`src/sv/pte_pkg.sv`:
```
// Shared types and codes for the process table engine.
// No dependencies; used by pte_cell and process_table_engine.
`default_nettype none

package pte_pkg;

  localparam logic [1:0] CMD_ADD    = 2'd0;
  localparam logic [1:0] CMD_TOGGLE = 2'd1;
  localparam logic [1:0] CMD_REMOVE = 2'd2;
  localparam logic [1:0] CMD_LIST   = 2'd3;

  localparam logic [1:0] STS_OK        = 2'd0;
  localparam logic [1:0] STS_FULL      = 2'd1;
  localparam logic [1:0] STS_NOT_FOUND = 2'd2;
  localparam logic [1:0] STS_EMPTY     = 2'd3;

  typedef struct packed {
    logic [7:0]  id;
    logic [15:0] run_time;
    logic        paused;
  } entry_t;

  // per-cycle commands broadcast to every cell of the chain
  typedef struct packed {
    logic rotate;   // every cell takes its upper neighbour
    logic compact;  // cells at or above sel_pos take their upper neighbour
    logic load;     // cell at sel_pos takes the new entry
  } cell_ctl_t;

  typedef enum logic [1:0] {
    ST_IDLE,
    ST_SCAN,
    ST_COMPACT
  } pte_state_t;

endpackage

`default_nettype wire

```
`src/sv/pte_cell.sv`:
```
// One table slot of the entry chain: loads an entry or takes its upper neighbour's.
// Depends on pte_pkg.
`default_nettype none

module pte_cell #(
  parameter int IW  = 4,
  parameter int IDX = 0
) (
  input  wire logic                clk,
  input  wire pte_pkg::cell_ctl_t  ctl,
  input  wire logic [IW-1:0]       sel_pos,
  input  wire pte_pkg::entry_t     nbr_in,
  input  wire pte_pkg::entry_t     load_in,
  output pte_pkg::entry_t          q
);

  pte_pkg::entry_t entry_r;
  logic            at_pos;
  logic            above_pos;

  assign at_pos    = (IW'(IDX) == sel_pos);
  assign above_pos = (IW'(IDX) >= sel_pos);

  always_ff @(posedge clk) begin
    if (ctl.load && at_pos) begin
      entry_r <= load_in;
    end else if (ctl.rotate || (ctl.compact && above_pos)) begin
      entry_r <= nbr_in;
    end
  end

  assign q = entry_r;

endmodule

`default_nettype wire

```
`src/sv/process_table_engine.sv`:
```
// Process table engine top level: control sequencer around a ring of entry cells.
// Depends on pte_pkg and pte_cell.
`default_nettype none

// Usage
//   Commands go in on start/in_cmd/in_target_id/in_run_time; one is taken at a
//   rising edge with start high and busy low. Results leave on out_* with
//   out_valid high for one cycle each; out_last_result marks the final result
//   of a command. The receiver cannot hold results off.
// Timing
//   Add, and any command on an empty table (or add on a full one), answers on
//   the cycle after acceptance and leaves busy low: one item per cycle.
//   Toggle, remove and list rotate the whole cell ring once, one slot a cycle,
//   reading each entry as it passes the head cell; busy stays high for the whole
//   rotation, and a remove that finds its entry then passes through the
//   compaction state before busy falls. Results appear during the rotation,
//   list results one per cycle in table order.
// Reset
//   Synchronous, active low; empties the table. Slot contents are not cleared
//   and are never read before being written.
module process_table_engine #(
  parameter int MAX_ENTRIES = 16
) (
  input  wire logic        clk,
  input  wire logic        rst_n,
  input  wire logic        start,
  output logic             busy,
  input  wire logic [1:0]  in_cmd,
  input  wire logic [7:0]  in_target_id,
  input  wire logic [15:0] in_run_time,
  output logic             out_valid,
  output logic [1:0]       out_status,
  output logic [7:0]       out_entry_id,
  output logic [15:0]      out_entry_time,
  output logic             out_entry_paused,
  output logic             out_last_result
);

  localparam int IW = (MAX_ENTRIES > 1) ? $clog2(MAX_ENTRIES) : 1;
  localparam int CW = $clog2(MAX_ENTRIES + 1);

  pte_pkg::pte_state_t state_r, state_nxt;
  logic [CW-1:0]       cnt_r, cnt_nxt;
  logic [IW-1:0]       step_r, step_nxt;
  logic [IW-1:0]       pos_r, pos_nxt;
  logic                found_r, found_nxt;
  logic [1:0]          cmd_r, cmd_nxt;
  logic [7:0]          tid_r, tid_nxt;

  logic                ov_r, ov_nxt;
  logic [1:0]          sts_r, sts_nxt;
  logic [7:0]          oid_r, oid_nxt;
  logic [15:0]         otime_r, otime_nxt;
  logic                opaused_r, opaused_nxt;
  logic                olast_r, olast_nxt;

  pte_pkg::cell_ctl_t  ctl;
  logic [IW-1:0]       sel_pos;
  logic                flip;
  pte_pkg::entry_t     cell_q [MAX_ENTRIES];
  pte_pkg::entry_t     nbr    [MAX_ENTRIES];
  pte_pkg::entry_t     head;
  pte_pkg::entry_t     tail;
  pte_pkg::entry_t     new_entry;

  logic                accept;
  logic                in_range;
  logic                last_ent;
  logic                hit;
  logic                full;
  logic                empty;
  logic                scan_done;

  assign busy      = (state_r != pte_pkg::ST_IDLE);
  assign accept    = start && !busy;
  assign full      = (cnt_r == CW'(MAX_ENTRIES));
  assign empty     = (cnt_r == '0);
  assign head      = cell_q[0];
  assign in_range  = (CW'(step_r) < cnt_r);
  assign last_ent  = (CW'(step_r) == (cnt_r - 1'b1));
  assign scan_done = (step_r == IW'(MAX_ENTRIES - 1));
  assign hit       = (state_r == pte_pkg::ST_SCAN) && (cmd_r != pte_pkg::CMD_LIST) &&
                     in_range && !found_r && (head.id == tid_r);

  // toggled flag is written back as the head entry wraps to the tail
  assign flip = hit && (cmd_r == pte_pkg::CMD_TOGGLE);
  always_comb begin
    tail        = head;
    tail.paused = head.paused ^ flip;
  end

  assign new_entry = '{id: 8'(cnt_r) + 8'd1, run_time: in_run_time, paused: 1'b0};
  assign sel_pos   = (state_r == pte_pkg::ST_COMPACT) ? pos_r : cnt_r[IW-1:0];

  for (genvar k = 0; k < MAX_ENTRIES; k++) begin : g_cell
    if (k == MAX_ENTRIES - 1) begin : g_tail
      assign nbr[k] = tail;
    end else begin : g_mid
      assign nbr[k] = cell_q[k+1];
    end
    pte_cell #(
      .IW  (IW),
      .IDX (k)
    ) u_cell (
      .clk     (clk),
      .ctl     (ctl),
      .sel_pos (sel_pos),
      .nbr_in  (nbr[k]),
      .load_in (new_entry),
      .q       (cell_q[k])
    );
  end

  // next state
  always_comb begin
    state_nxt = state_r;
    unique case (state_r)
      pte_pkg::ST_IDLE: begin
        if (accept && !empty && (in_cmd != pte_pkg::CMD_ADD)) begin
          state_nxt = pte_pkg::ST_SCAN;
        end
      end
      pte_pkg::ST_SCAN: begin
        if (scan_done) begin
          if ((cmd_r == pte_pkg::CMD_REMOVE) && (found_r || hit)) begin
            state_nxt = pte_pkg::ST_COMPACT;
          end else begin
            state_nxt = pte_pkg::ST_IDLE;
          end
        end
      end
      pte_pkg::ST_COMPACT: begin
        state_nxt = pte_pkg::ST_IDLE;
      end
      default: begin
        state_nxt = pte_pkg::ST_IDLE;
      end
    endcase
  end

  // outputs and datapath control
  always_comb begin
    ctl         = '0;
    cnt_nxt     = cnt_r;
    step_nxt    = step_r;
    pos_nxt     = pos_r;
    found_nxt   = found_r;
    cmd_nxt     = cmd_r;
    tid_nxt     = tid_r;
    ov_nxt      = 1'b0;
    sts_nxt     = pte_pkg::STS_OK;
    oid_nxt     = '0;
    otime_nxt   = '0;
    opaused_nxt = 1'b0;
    olast_nxt   = 1'b1;
    unique case (state_r)
      pte_pkg::ST_IDLE: begin
        if (accept) begin
          cmd_nxt   = in_cmd;
          tid_nxt   = in_target_id;
          step_nxt  = '0;
          found_nxt = 1'b0;
          case (in_cmd) inside
            pte_pkg::CMD_ADD: begin
              ov_nxt = 1'b1;
              if (full) begin
                sts_nxt = pte_pkg::STS_FULL;
              end else begin
                ctl.load  = 1'b1;
                cnt_nxt   = cnt_r + 1'b1;
                oid_nxt   = new_entry.id;
                otime_nxt = in_run_time;
              end
            end
            pte_pkg::CMD_TOGGLE, pte_pkg::CMD_REMOVE: begin
              if (empty) begin
                ov_nxt  = 1'b1;
                sts_nxt = pte_pkg::STS_NOT_FOUND;
                oid_nxt = in_target_id;
              end
            end
            default: begin
              if (empty) begin
                ov_nxt  = 1'b1;
                sts_nxt = pte_pkg::STS_EMPTY;
              end
            end
          endcase
        end
      end
      pte_pkg::ST_SCAN: begin
        ctl.rotate = 1'b1;
        step_nxt   = step_r + 1'b1;
        if (cmd_r == pte_pkg::CMD_LIST) begin
          if (in_range) begin
            ov_nxt      = 1'b1;
            oid_nxt     = head.id;
            otime_nxt   = head.run_time;
            opaused_nxt = head.paused;
            olast_nxt   = last_ent;
          end
        end else if (hit) begin
          found_nxt   = 1'b1;
          pos_nxt     = step_r;
          ov_nxt      = 1'b1;
          oid_nxt     = head.id;
          otime_nxt   = head.run_time;
          opaused_nxt = tail.paused;
        end else if (last_ent && !found_r) begin
          ov_nxt  = 1'b1;
          sts_nxt = pte_pkg::STS_NOT_FOUND;
          oid_nxt = tid_r;
        end
      end
      pte_pkg::ST_COMPACT: begin
        ctl.compact = 1'b1;
        cnt_nxt     = cnt_r - 1'b1;
      end
      default: begin
        ctl = '0;
      end
    endcase
  end

  always_ff @(posedge clk) begin
    if (!rst_n) begin
      state_r <= pte_pkg::ST_IDLE;
      cnt_r   <= '0;
      found_r <= 1'b0;
      ov_r    <= 1'b0;
    end else begin
      state_r <= state_nxt;
      cnt_r   <= cnt_nxt;
      found_r <= found_nxt;
      ov_r    <= ov_nxt;
    end
  end

  always_ff @(posedge clk) begin
    step_r    <= step_nxt;
    pos_r     <= pos_nxt;
    cmd_r     <= cmd_nxt;
    tid_r     <= tid_nxt;
    sts_r     <= sts_nxt;
    oid_r     <= oid_nxt;
    otime_r   <= otime_nxt;
    opaused_r <= opaused_nxt;
    olast_r   <= olast_nxt;
  end

  assign out_valid        = ov_r;
  assign out_status       = sts_r;
  assign out_entry_id     = oid_r;
  assign out_entry_time   = otime_r;
  assign out_entry_paused = opaused_r;
  assign out_last_result  = olast_r;

`ifndef SYNTH
  a_add_answers: assert property (@(posedge clk) disable iff (!rst_n)
    (start && !busy && (in_cmd == pte_pkg::CMD_ADD)) |=> (out_valid && out_last_result))
    else $error("add item gave no single result");

  a_compact_after_scan: assert property (@(posedge clk) disable iff (!rst_n)
    (state_r == pte_pkg::ST_COMPACT) |-> ($past(state_r) == pte_pkg::ST_SCAN))
    else $error("compaction entered without a scan");

  a_compact_drops_one: assert property (@(posedge clk) disable iff (!rst_n)
    (state_r == pte_pkg::ST_COMPACT) |=> (cnt_r == CW'($past(cnt_r) - 1'b1)))
    else $error("remove did not drop exactly one entry");

  a_count_bound: assert property (@(posedge clk) disable iff (!rst_n)
    (cnt_r <= CW'(MAX_ENTRIES)))
    else $error("entry count beyond table size");
`endif

endmodule

`default_nettype wire

```
`config.mk`:
```
export PLATFORM = sky130hd
export DESIGN_NAME = process_table_engine
export DESIGN_NICKNAME = d
export VERILOG_FILES = /design/src/sv/pte_pkg.sv /design/src/sv/pte_cell.sv /design/src/sv/process_table_engine.sv
export SDC_FILE = /design/constraint.sdc
export NUM_CORES = 1
export LEC_CHECK = 0
export BUFFER_PORTS_ARGS = -buffer_cell sky130_fd_sc_hd__buf_2
export CAP_MARGIN = 20
export CORE_UTILIZATION = 69
export CTS_BUF_LIST = sky130_fd_sc_hd__clkbuf_8
export DETAILED_ROUTE_END_ITERATION = 12
export GPL_ROUTABILITY_DRIVEN = 0
export PLACE_DENSITY = 0.87
export SYNTH_ARGS = -nofsm -noshare
export SYNTH_HDL_FRONTEND = slang
export SYNTH_HIERARCHICAL = 1
export SYNTH_SLANG_ARGS = --single-unit
```
`constraint.sdc`:
```
create_clock -name clk -period 21 [get_ports clk]
set_input_delay 4.2 -clock clk [delete_from_list [all_inputs] [get_ports clk]]
set_output_delay 4.2 -clock clk [all_outputs]
set_load 0.01 [all_outputs]
```
After elaboration in Yosys (flattened, before gate mapping)
Index checks and enable logic that the tools add are counted.
Widths: inputs -> output; s select.
{ "classes": {"addsub": 4, "multipliers": 0, "div": 0, "order_cmp": 17, "eq_ne": 34, "n_shift": 0, "muxes": 91, "bitwise": 2, "n_reduce_logical": 94} }
{ "op_table": {"columns": ["cell", "n"], "rows": [
  ["$mux 25", 32],
  ["$mux 16", 6],
  ["$mux 8", 8],
  ["$logic_and 1x1->1", 42],
  ["$reduce_bool 2->1", 20],
  ["$eq 4x4->1 const A", 8],
  ["$ge 4x4->1 const A", 8],
  ["$pmux 16 s2", 1],
  ["$mux 2", 11],
  ["$mux 1", 20],
  ["$logic_or 1x1->1", 17],
  ["$eq 3x4->1 const A", 4],
  ["$ge 3x4->1 const A", 4],
  ["$ne 2x2->1 const B", 8],
  ["$pmux 8 s2", 1],
  ["$mux 5", 3],
  ["$pmux 5 s2", 1],
  ["$eq 2x2->1 const B", 4],
  ["$eq 2x4->1 const A", 2],
  ["$eq 8x8->1", 1],
  ["$ge 1x4->1 const A", 2],
  ["$ge 2x4->1 const A", 2],
  ["$mux 4", 2],
  ["$pmux 2 s2", 2],
  ["other kinds (23)", 33]
]} }
{ "word_totals": {"regBits": 455, "latch_bits": 0, "mem_bits_rw": 0, "romBits": 0, "inputBits": 29, "wordCells": 303, "memories": 0} }

Depth between registers and ports, before layout
Gate-level depths: netlist (run 1).
{ "logic_depth": {"word_depth": 10, "ltp_mapped": 12, "mapped_depth_nobuf": 8} }

By module
Netlist (run 1), hierarchy kept.
{ "modules_own_cells": {"columns": ["mod", "n_inst", "cells_per_inst", "area_each_um2", "seq_area_each_um2"], "rows": [
  ["process_table_engine", 1, 241, 2555.0, 1281.2],
  ["pte_cell at g_cell[4].u_cell ...", 2, 58, 1172.4, 750.7],
  ["pte_cell at g_cell[13].u_cell ...", 2, 57, 1169.9, 750.7],
  ["pte_cell at g_cell[14].u_cell", 1, 58, 1196.1, 750.7],
  ["pte_cell at g_cell[12].u_cell", 1, 58, 1178.6, 750.7],
  ["pte_cell at g_cell[0].u_cell", 1, 56, 1173.6, 750.7],
  ["pte_cell at g_cell[10].u_cell", 1, 59, 1173.6, 750.7],
  ["pte_cell at g_cell[11].u_cell", 1, 57, 1173.6, 750.7],
  ["pte_cell at g_cell[5].u_cell", 1, 58, 1173.6, 750.7],
  ["pte_cell at g_cell[7].u_cell", 1, 57, 1168.6, 750.7],
  ["pte_cell at g_cell[9].u_cell", 1, 57, 1167.4, 750.7],
  ["pte_cell at g_cell[3].u_cell", 1, 56, 1162.4, 750.7],
  ["pte_cell at g_cell[15].u_cell", 1, 56, 1157.4, 750.7],
  ["pte_cell at g_cell[8].u_cell", 1, 57, 1101.1, 750.7],
  ["pte_cell at g_cell[1].u_cell", 1, 57, 1097.3, 750.7]
]} }

Worst setup path before layout (run 1)
No wires, ideal clock.
{ "synth_path": {"path_type": "input -> register", "start": "in start", "end": "reg g_cell[1].u_cell.entry_r (netlist bit g_cell[1].u_cell/q[0]) (enable)", "setup_time_ps": 478, "arrival_time_ps": 9225, "required_ps": 20522, "slack_ps": 11298, "stages": 8, "path_cell_list": "nand3_1 -> inv_1 -> and3_1 -> clkbuf_1 -> buf_2 -> buf_1 -> a21oi_1 -> o41ai_1"} }
{ "synth_lines": {"columns": ["element", "line_no", "source"], "rows": [
  ["from (decl)", "process_table_engine.sv:26", "input wire logic start,"],
  ["to (signal assigned)", "pte_cell.sv:26", "entry_r <= load_in;"],
  ["to (signal assigned)", "pte_cell.sv:28", "entry_r <= nbr_in;"],
  ["to (decl)", "pte_cell.sv:17", "pte_pkg::entry_t entry_r;"]
]} }

Worst setup path in the final report (run 1)
{ "layout_path": {"start": "in start", "end": "reg g_cell[7].u_cell.entry_r (netlist bit g_cell[7].u_cell/q[23]) (enable)"} }
{ "layout_between": {"elab_chain_len": 5} }
{ "layout_lines": {"columns": ["element", "line_no", "source"], "rows": [
  ["$logic_and 1x1->1", "process_table_engine.sv:75", "assign accept = start && !busy;"],
  ["$mux 1", "process_table_engine.sv:158", "if (accept) begin"],
  ["$mux 1", "process_table_engine.sv:156", "unique case (state_r)"],
  ["$logic_and 1x1->1", "pte_cell.sv:25", "if (ctl.load && at_pos) begin"],
  ["$reduce_bool 2->1 (no source line)", null, null],
  ["to (signal assigned)", "pte_cell.sv:26", null],
  ["to (signal assigned)", "pte_cell.sv:28", null],
  ["to (decl)", "pte_cell.sv:17", null]
]} }
No other way between the ends.
A chain may end at the register's enable or synchronous reset.

==> metrics.md, run 1 <==
| Metric | Value |
|---|---|
| Design area | about 0.023 mm^2 |
| Dpl hpwl | 28600 um |
| H-tree depth | 3 |
| Layout cells sized above 1 | about 45% |
| CTS tree | done |
| Final WL | around 49000 um |
| Cells taking the most area after synthesis | edfxtp_1 (59%), mux2_4 (19%), mux2_2 (6.9%) |
| Synth Area in Simple Gates | about 4.4% |
| Vias per cell | 6.46 |
| Initial antenna violation count | 1 |
| Final cell count without fillers | roughly 1.8k |
| Core box area | approximately 0.030 mm^2 |
| Met3 usage | 8.33% |
| Vias in the first global route | around 12k |
| DR DRC count | 0 |
| Slew @ Worst Pin | about 1.2 ns |
| Total grt overflow | 0 |
| Placed instance count | 1623 |
| Die X | ~180 um |
| Count of cell types in the netlist | a little under 70 |
| Gate Count Post-Synth | approximately 1.2k |
| Mux share of post-synthesis cell area | 26.1% |
| Max VDD drop | approximately 0.046 mV |
| FF+latch area | about 0.013 mm^2 |
| Fin Clk Skew | 0.0357 ns |
| Post-Synth Adder-Cell Area | less than 1% |
| Clock Tree Buf Depth | 3 |
| Largest net degree at the start of global routing | 45 |
| P per Cell Area | a little under 80 mW/mm^2 |
| Crit. End Element | register |
| RSZ-0062 raised after global routing | no |
| Worst setup SP type | primary input |
| Tot GR Track Use | between 30% and 40% |
| Critical Path RT | ~21 ns |
| Worst skew pair latency | ~0.63 ns |
| Area grow syn2layout | 10.1% |
| Max_slew headroom | between 20% and 30% |
| Final setup vio count | 0 |
| Mapped cell area | 0.0212 mm^2 |
| Compound-gate portion of the synthesized area | 2.91% |
| Slew Limit Fails | 0 |
| Count leader, synth | edfxtp_1 |
| Filler Cell Count | 1489 |
| Iter 0 DRT Violations | about 1.4k |
| Status | finished, final reports clean |
| Setup TNS | 0 ns |
| Synth Area in XOR/XNOR | 0.828% |
| LEAKAGE | a little over 9 nW |
| GR peak layer | met2 |
| Initial Util | a little under three quarters |
| First-pass GRT wire length | 72300 um |
| Clock-pin transition on the worst setup and hold timing paths | ~0.070 ns |
| Post_cts resized | 0 |
| Hold Fails Final Rpt | 0 |
| Grt met1 use | slightly above 40% |
| Global routing usage on met2 | about half |
| Post-DRT Antenna Nets | 0 |
| Sequential-to-total area share from yosys stat | between 60% and 70% |
| Number of synthesized flops with an enable pin | approximately 420 |
| Post-CTS Setup Inserts | 0 |
| Number of clock sinks | about 460 |
| DR WL/cell | around 28 um |
| Min Tclk post-route | 7.33 ns |
| Area share of the leading cell type in the synthesized netlist | 59.3% |
| Final worst path period share | between 30% and 40% |
| Worst Path Max Fanout | 44 |
| CTS buffer count | 72 |
| WS Path Type | primary input to register |
| Yosys reg bits | 455 |
| Fmax | 136 MHz |
| Row Count | 63 |
| TritonRoute pass-1 iters | 5 |
| Ys flop type | edfxtp_1 |
| Utilization after layout | 78.0% |
| Max-cap violations | 0 |
| Die Y | between 150 and 200 um |
| Final nets | 1348 |
| Total number of vias | 11.3k |
| WP data arrival | 7.55 ns |
| Multi-input logic area | 0.00758 mm^2 |
| Placed cell areas | between 0.02 and 0.025 mm^2 |
| Commonest cells post-synth | edfxtp_1 (418), mux2_4 (269), mux2_2 (129) |
| Die Area | about 0.031 mm^2 |
| Yosys warning total | 6 |
| Area leader, netlist | edfxtp_1 |
| Hold_buf cts | 0 |
| IO Pins | between 50 and 60 |
| Async S/R FF share, synth | 0% |
| Largest family of logic cells by synthesized area | multiplexers |
| Root Driver | clkbuf_8 |
| ANT cells | 0 |
| Min-Delay Path Class | register to register |
| IO buf count | slightly below 60 |
| Syn avg cell area | between 15 and 20 um^2 |
==> registers in the layout (all words and copies together), names as in the netlist <==
signal / cells
g_cell.u_cell/q: 400
out_entry_time: 16
out_entry_id: 8
tid_r: 8
cnt_r: 5
pos_r: 4
step_r: 4
cmd_r: 2
out_status: 2
state_r: 2
found_r: 1
out_entry_paused: 1
out_last_result: 1
out_valid: 1
==> routing by layer <==
metal  share of wire [%]  routed length (um)
met1                  38               18900
met2                  49               24200
met3                 9.6                4680
met4                 2.6                1300
met5               0.024                  12
==> final timing paths <==
check | from | cells after the start | slack (ns) | end
setup / recovery | start | 7 | 13.67 | g_cell[7].u_cell/q[23]
hold / removal | g_cell[10].u_cell/q[9] | 1 | 0.53 | g_cell[9].u_cell/q[9]
setup reg to reg | cnt_r[1] | 7 | 16.90 | g_cell[7].u_cell/q[23]
hold reg to reg | g_cell[10].u_cell/q[9] | 1 | 0.53 | g_cell[9].u_cell/q[9]
==> area by class of cell <==
cell class / instances / area share, %
well taps: 390 / 2.09
multi-input cells: 682 / 32.5
clock inverters: 55 / 1.37
flip-flops and latches: 455 / 57.0
clock buffers: 75 / 4.43
inverters: 20 / 0.322
repair buffers: 80 / 2.20
==> cell families after synthesis <==
kind of cell	Yosys count
AOI/OAI and AO/OA	81
xor gates and xnor gates	20
adders and majority gates	8
buffers and inverters	67
DFF	455
muxes	400
other	1
and+or+nand+nor	125
==> placed cells by master, fill, tap and decap left out, drive strengths merged, types with 3 or more instances in the layout <==
master,instances
dfxtp,37
nor2b,9
and4,3
mux2,400
and2,9
ha,8
and3,4
nor4,5
nor2,19
buf,80
nand2,36
clkinv,24
clkbuf,75
nand2b,3
a22o,20
nand4,11
a31oi,8
conb,48
xnor2,8
nand3,11
edfxtp,418
a221o,8
xor2,12
nor3,6
o21bai,3
a21oi,10
inv,48
o21ai,13
==> where the power goes <==
part / internal, W / switching [W] / total, W
sequential: 0.00101 / 0.0000134 / 0.00103
combinational: 0.0000380 / 0.0000590 / 0.0000971
clock: 0.000361 / 0.000366 / 0.000728
==> through the flow <==
step | setup slack (ns) | power [W] | hold slack, ns
finish | 13.67 | 0.00185 | 0.532
floorplan | 11.30 | 0.00110 | 0.449
CTS | 13.69 | 0.00185 | 0.529
detailed placement | 13.07 | 0.00114 | 0.515
global placement | 13.21 | 0.00113 | 0.507
global route | 13.45 | 0.00190 | 0.532
==> worst max-delay path: stages <==
cell     delay, ns
buf_2         0.10
nand3_1       0.16
inv_1         0.41
and3_2        0.26
buf_4         0.59
nand4_4       0.68
nand2_1       1.06
Note: power is estimated with default switching activity, not from simulation.
==> inputs of run 2 (changes only) <==
- CORE_UTILIZATION: 69 -> 65
- PLACE_DENSITY: 0.87 -> 0.83
- clock period: 21 -> 6.93 ns (I/O delays scaled with it)
==> run 2 against run 1 <==
  * Utilization fell by 4.6 points
  * Global-route usage down 3.4 points
  * Wire length down 5.6%
  * Largest cell class unchanged
==> metrics.md, run 2 (synthesis results as in run 1) <==
| Metric | Value |
|---|---|
| TritonRoute pass-1 iters | 5 (unchanged) |
| Multi-input logic area | 0.00758 mm^2 (unchanged) |
| Initial Util | 66.6% (-4.3 points) |
| DR DRC count | 0 (unchanged) |
| WP data arrival | 4.86 ns (-2.69 ns) |
| IO Pins | 59 (unchanged) |
| Hold Fails Final Rpt | 0 (unchanged) |
| Max Used Layer | met5 |
| Largest net degree at the start of global routing | 27 (-40%) |
| Sw Ratio | 22.7% (-0.96 points) |
| Final WL | 46300 um (-5.6%) |
| Sequential power share | 56.4% (+0.9 points) |
| Hold_buf cts | 0 (unchanged) |
| RSZ-0062 raised after global routing | no |
| Status | finished, final reports clean |
| Max VDD drop | 0.160 mV (+250%) |
| Worst setup SP type | register |
| Vias in the first global route | 11.2k (-4.2%) |
| First-pass GRT wire length | 68900 um (-4.7%) |
| Post-DRT Antenna Nets | 0 (unchanged) |
| H-tree depth | 3 (unchanged) |
| Crit. End Element | register |
| Final setup vio count | 0 (unchanged) |
| Slew Limit Fails | 0 (unchanged) |
| WS Path Type | register to register |
| Final worst path period share | 67.2% |
| ANT cells | 0 (unchanged) |
| NetSw | 0.00126 W (+190%) |
| Total number of vias | 11.1k (-2.4%) |
| Clock power frac | 38.5% (-0.8 points) |
| Die Y | 182 um (+3.0%) |
| Core box area | 0.0318 mm^2 (+6.4%) |
| Die Area | 0.0333 mm^2 (+6.1%) |
| Fmax | between 200 and 250 MHz |
| Post_cts resized | 0 (unchanged) |
| Critical Path RT | 7.14 ns (-14.07 ns) |
| FF+latch area | 0.0133 mm^2 (unchanged) |
| Final cell count without fillers | 1803 (+2.6%) |
| Min Tclk post-route | ~4.7 ns |
| Number of clock sinks | 455 (unchanged) |
| Met1 Wirelength | 19000 um (+0.73%) |
| Dpl hpwl | 28200 um (-1.3%) |
| Placed instance count | 1670 (+2.9%) |
| Worst Path Max Fanout | 26 (-41%) |
| Row Count | 65 (+3.2%) |
| LEAKAGE | 9.35 nW (about the same) |
| Filler Cell Count | 1816 (+22%) |
| Worst skew pair latency | 0.62 ns (about the same) |
| Max-cap violations | 0 (unchanged) |
| Slew @ Worst Pin | 1.18 ns (-0.0102 ns) |
| P per Cell Area | 237 mW/mm^2 (+200%) |
| Fin Clk Skew | 0.0287 ns (-0.00698 ns) |
| Vias per cell | 6.14 (-4.9%) |
| Root Driver | clkbuf_8 |
| Metal3 WL | 3890 um (-17%) |
| CTS buffer count | 73 (+1.4%) |
| Largest register FFs | 400 (unchanged) |
| Setup TNS | 0 ns (unchanged) |
| DR WL/cell | 25.7 um (-8.0%) |
| Clock Tree Buf Depth | 3 (unchanged) |
| Commonest cells after routing, fill and taps aside | edfxtp_1 (418), mux2_4 (269), mux2_2 (129) |
| Max_slew headroom | 21.3% (+0.94 points) |
| Combinational power share | 5.2% (about the same) |
| Int Pwr | 0.00427 W (+200%) |
| Area grow syn2layout | 10.4% |
| IO buf count | 58 (unchanged) |
| Final nets | 1351 (+0.22%) |
| CTS tree | done |
| Initial antenna violation count | 1 (unchanged) |
| Iter 0 DRT Violations | 1302 (-7.2%) |
| Layout cells sized above 1 | 44.5% (-0.33 points) |
| Die X | 182 um (+3.0%) |
| Total grt overflow | 0 (unchanged) |
| Post-CTS Setup Inserts | 0 (unchanged) |
| Tot GR Track Use | 28.5% (-3.4 points) |
| Min-Delay Path Class | register to register |
| Clock-pin transition on the worst setup and hold timing paths | 0.06 ns (about the same) |
| Commonest non-fill, non-tap cell in the layout | edfxtp_1 |
| Worst hold stages | 1 (unchanged) |
| Met2 wire len | 22300 um (-7.5%) |
| R2R depth | 6 (-1) |
-- run 2: cell count changes in the layout (fill, tap and decap cells not counted), sizes merged --
cell,previous run,this run
clkinv,24,20
buf,80,82
inv,48,50
clkinvlp,1,2
-- run 2: final timing paths --
kind / startpoint / end / slack [ns]
setup / recovery: cnt_r[0] / g_cell[7].u_cell/q[23] / 2.28
hold / removal: g_cell[11].u_cell/q[15] / g_cell[10].u_cell/q[15] / 0.53
setup reg to reg: cnt_r[0] / g_cell[7].u_cell/q[23] / 2.28
hold reg to reg: g_cell[11].u_cell/q[15] / g_cell[10].u_cell/q[15] / 0.53
-- run 2: metal layers --
metal	GRT usage, %	vias up
met1	38.9	5655
li1	-	4804
met5	0	-
met3	7.50	85
met2	45.4	529
met4	8.40	2
-- run 2: layout make-up --
type | instances | area share, %
Clock buffer | 75 | 4.42
Timing Repair Buffer | 82 | 2.33
Sequential cell | 455 | 56.9
Tap cell | 435 | 2.33
Clock inverter | 54 | 1.22
Multi-Input combinational cell | 682 | 32.5
Inverter | 20 | 0.321
-- run 2: power by group through the flow --
stage	Combinational [W]	Sequential [W]	Clock [W]
after detailed placement	0.000277	0.00317	0
after global placement	0.000268	0.00317	0
final	0.000287	0.00312	0.00213
after global routing	0.000303	0.00312	0.00228
after CTS	0.000279	0.00312	0.00215
after floorplan	0.000171	0.00315	0
-- run 2: worst max-delay path, cell delays in order (launching register included) --
cell       delay (ns)
dfxtp_1          0.44
inv_1            0.51
ha_1             0.52
nand4bb_1        0.18
and3_2           0.77
nand4_4          0.72
nand2_1          1.07
-- run 2: per-stage QoR --
stage | total power [W] | hold slack (ns) | area, um^2 | setup slack [ns] | utilization [%]
finish | 0.00553 | 0.533 | 23400 | 2.28 | 73.5
global route | 0.00570 | 0.552 | 23400 | 2.06 | 73.5
floorplan | 0.00333 | 0.449 | 21300 | 0.0416 | -
CTS | 0.00555 | 0.528 | 23300 | 2.20 | 73.2
detailed placement | 0.00345 | 0.522 | 22000 | 1.67 | 69.1
global placement | 0.00344 | 0.519 | 21900 | 1.77 | 68.9
==> inputs of run 3 (changes only) <==
- CORE_UTILIZATION: 65 -> 59
- PLACE_DENSITY: 0.83 -> 0.79
- clock period: 6.93 -> 4.2 ns (I/O delays scaled with it)
==> run 3 against run 2 <==
  * Clock power rose by 64%
  * Wire length shrank 5.2%
  * Count of clock-buffer cells in the layout rose by 4
  * Critical path depth rose by 2
  * Global-route usage decreased by 3.6 points
  * Non-clock buffer count grew 22
  * Clock skew is 0.0024 ns lower
  * Sequential share of layout area fell by 0.42 points
  * Sequential power rose by 65%
  * Cell count rose by 2.2%
  * First-iteration DRC count down 32%
==> metrics.md, run 3 (synthesis results as in run 1) <==
| Metric | Value |
|---|---|
| Worst Path Max Fanout | 23 (-12%) |
| Vias in the first global route | 11.4k (+1.9%) |
| CTS buffer count | 73 (unchanged) |
| Commonest non-fill, non-tap cell in the layout | edfxtp_1 |
| Post-CTS Setup Inserts | 0 (unchanged) |
| Vias per cell | 5.96 (-3.0%) |
| H-tree depth | 3 (unchanged) |
| Largest register FFs | 400 (unchanged) |
| Initial antenna violation count | 0 (-1) |
| IO Pins | 59 (unchanged) |
| Initial Util | 60.7% (-5.9 points) |
| Pre-CTS WS | 0.876 ns (-0.794 ns) |
| First-pass GRT wire length | 67800 um (-1.6%) |
| Hold_buf cts | 0 (unchanged) |
| Final setup vio count | 0 (unchanged) |
| Fmax | 296 MHz (+38%) |
| Worst setup SP type | register |
| Final nets | 1373 (+1.6%) |
| Tot GR Track Use | 25.0% (-3.6 points) |
| Iter 0 DRT Violations | 891 (-32%) |
| Total number of vias | 11.0k (-0.89%) |
| Die X | 191 um (+4.9%) |
| Slew @ Worst Pin | 1.00 ns (-0.177 ns) |
| Commonest cells after routing, fill and taps aside | edfxtp_1 (418), mux2_4 (269), mux2_2 (129) |
| Setup TNS | 0 ns (unchanged) |
| Filler Cell Count | 2298 (+27%) |
| WS Path Type | register to register |
| Tot Pwr | 0.00909 W (+64%) |
| Clock-pin transition on the worst setup and hold timing paths | 0.06 ns (about the same) |
| RSZ-0062 raised after global routing | no |
| Clock Tree Buf Depth | 3 (unchanged) |
| Die Area | 0.0366 mm^2 (+10%) |
| Worst skew pair latency | 0.61 ns (about the same) |
| Area grow syn2layout | 11.2% |
| Min Tclk post-route | 3.37 ns (-1.28 ns) |
| ANT cells | 0 (unchanged) |
| Slew Limit Fails | 0 (unchanged) |
| Min-Delay Path Class | primary input to register |
| TritonRoute pass-1 iters | 5 (unchanged) |
| Dpl hpwl | 26700 um (-5.4%) |
| WP data arrival | 3.72 ns (-1.14 ns) |
| Largest net degree at the start of global routing | 27 (unchanged) |
| Hold Fails Final Rpt | 0 (unchanged) |
| Number of clock sinks | 455 (unchanged) |
| Fin Clk Skew | 0.0263 ns (-0.00240 ns) |
| Total grt overflow | 0 (unchanged) |
| Final WL | 43900 um (-5.2%) |
| CTS tree | done |
| LEAKAGE | 9.40 nW (+0.56%) |
| Utilization after layout | 67.5% (-6.0 points) |
| Max-cap violations | 0 (unchanged) |
| Die Y | 191 um (+4.9%) |
| Critical Path RT | 4.54 ns (-2.60 ns) |
| IO buf count | 58 (unchanged) |
| Final worst path period share | 80.3% (+13 points) |
| Row Count | 68 (+4.6%) |
| Post_cts resized | 0 (unchanged) |
| Layout cells sized above 1 | 46.1% (+1.6 points) |
| Core box area | 0.0349 mm^2 (+9.7%) |
| Max VDD drop | 0.294 mV (+83%) |
| DR DRC count | 0 (unchanged) |
| Final worst setup slack | 0.827 ns (-1.45 ns) |
| P per Cell Area | 386 mW/mm^2 (+63%) |
| DR WL/cell | 23.8 um (-7.2%) |
| Status | finished, final reports clean |
| Crit. End Element | register |
| Post-DRT Antenna Nets | 0 (unchanged) |
| Root Driver | clkbuf_8 |
| Max_slew headroom | 32.9% (+12 points) |
## run 3: cell count changes in the layout (fill, tap and decap cells not counted), sizes merged
cell,delta
buf,+22
bufinv,-1
clkbuf,+4
clkinv,+1
clkinvlp,+2
inv,-8
## run 3: critical path, stage by stage (launching register included)
cell and delay [ns]:
dfxtp_1 0.34, nand2b_1 0.26, inv_1 0.21, buf_4 0.26, o21ai_4 0.79, and3_4 0.37, and3b_1 0.20, buf_4 0.30
mux2_2 0.37
## run 3: metal layers
metal	vias up	track usage (%)	share of wire, %
li1	4837	-	-
met1	5673	34.1	42
met2	392	40.8	49
met3	74	4.39	5.9
met4	0	7.66	2.2
met5	-	0	0
## run 3: power breakdown
part           switching, W  total [W]  leakage (nW)  internal [W]
clock network       0.00170    0.00349         0.745       0.00178
logic              0.000273   0.000471          4.56      0.000198
registers         0.0000641    0.00514          4.10       0.00507
total               0.00204    0.00909          9.40       0.00705
## run 3: cell type report
cell class | count | area (um^2) | area share (%)
Clock buffer | 79 | 1090 | 4.62
Inverter | 20 | 83.8 | 0.356
Clock inverter | 48 | 221 | 0.941
Multi-Input combinational cell | 682 | 7630 | 32.4
Tap cell | 455 | 569 | 2.42
Sequential cell | 455 | 13300 | 56.5
Timing Repair Buffer | 104 | 648 | 2.75
## run 3: worst paths after layout
check / startpoint / end / slack (ns) / cells past startpoint
max: state_r[0] / g_cell[14].u_cell/q[2] / 0.83 / 8
min: in_target_id[6] / tid_r[6] / 0.43 / 1
max reg2reg: state_r[0] / g_cell[14].u_cell/q[2] / 0.83 / 8
min reg2reg: tid_r[6] / out_entry_id[6] / 0.52 / 1
## run 3: metrics by stage
| stage | cells | area (um^2) | hold WS [ns] |
|---|---|---|---|
| after CTS | 1843 | 23500 | 0.402 |
| final | 1843 | 23500 | 0.432 |
| after floorplan | 1204 | 21500 | 0.449 |
| after detailed placement | 1716 | 22200 | 0.514 |
| after global placement | 1716 | 22200 | 0.505 |
| after global routing | 1843 | 23500 | 0.403 |
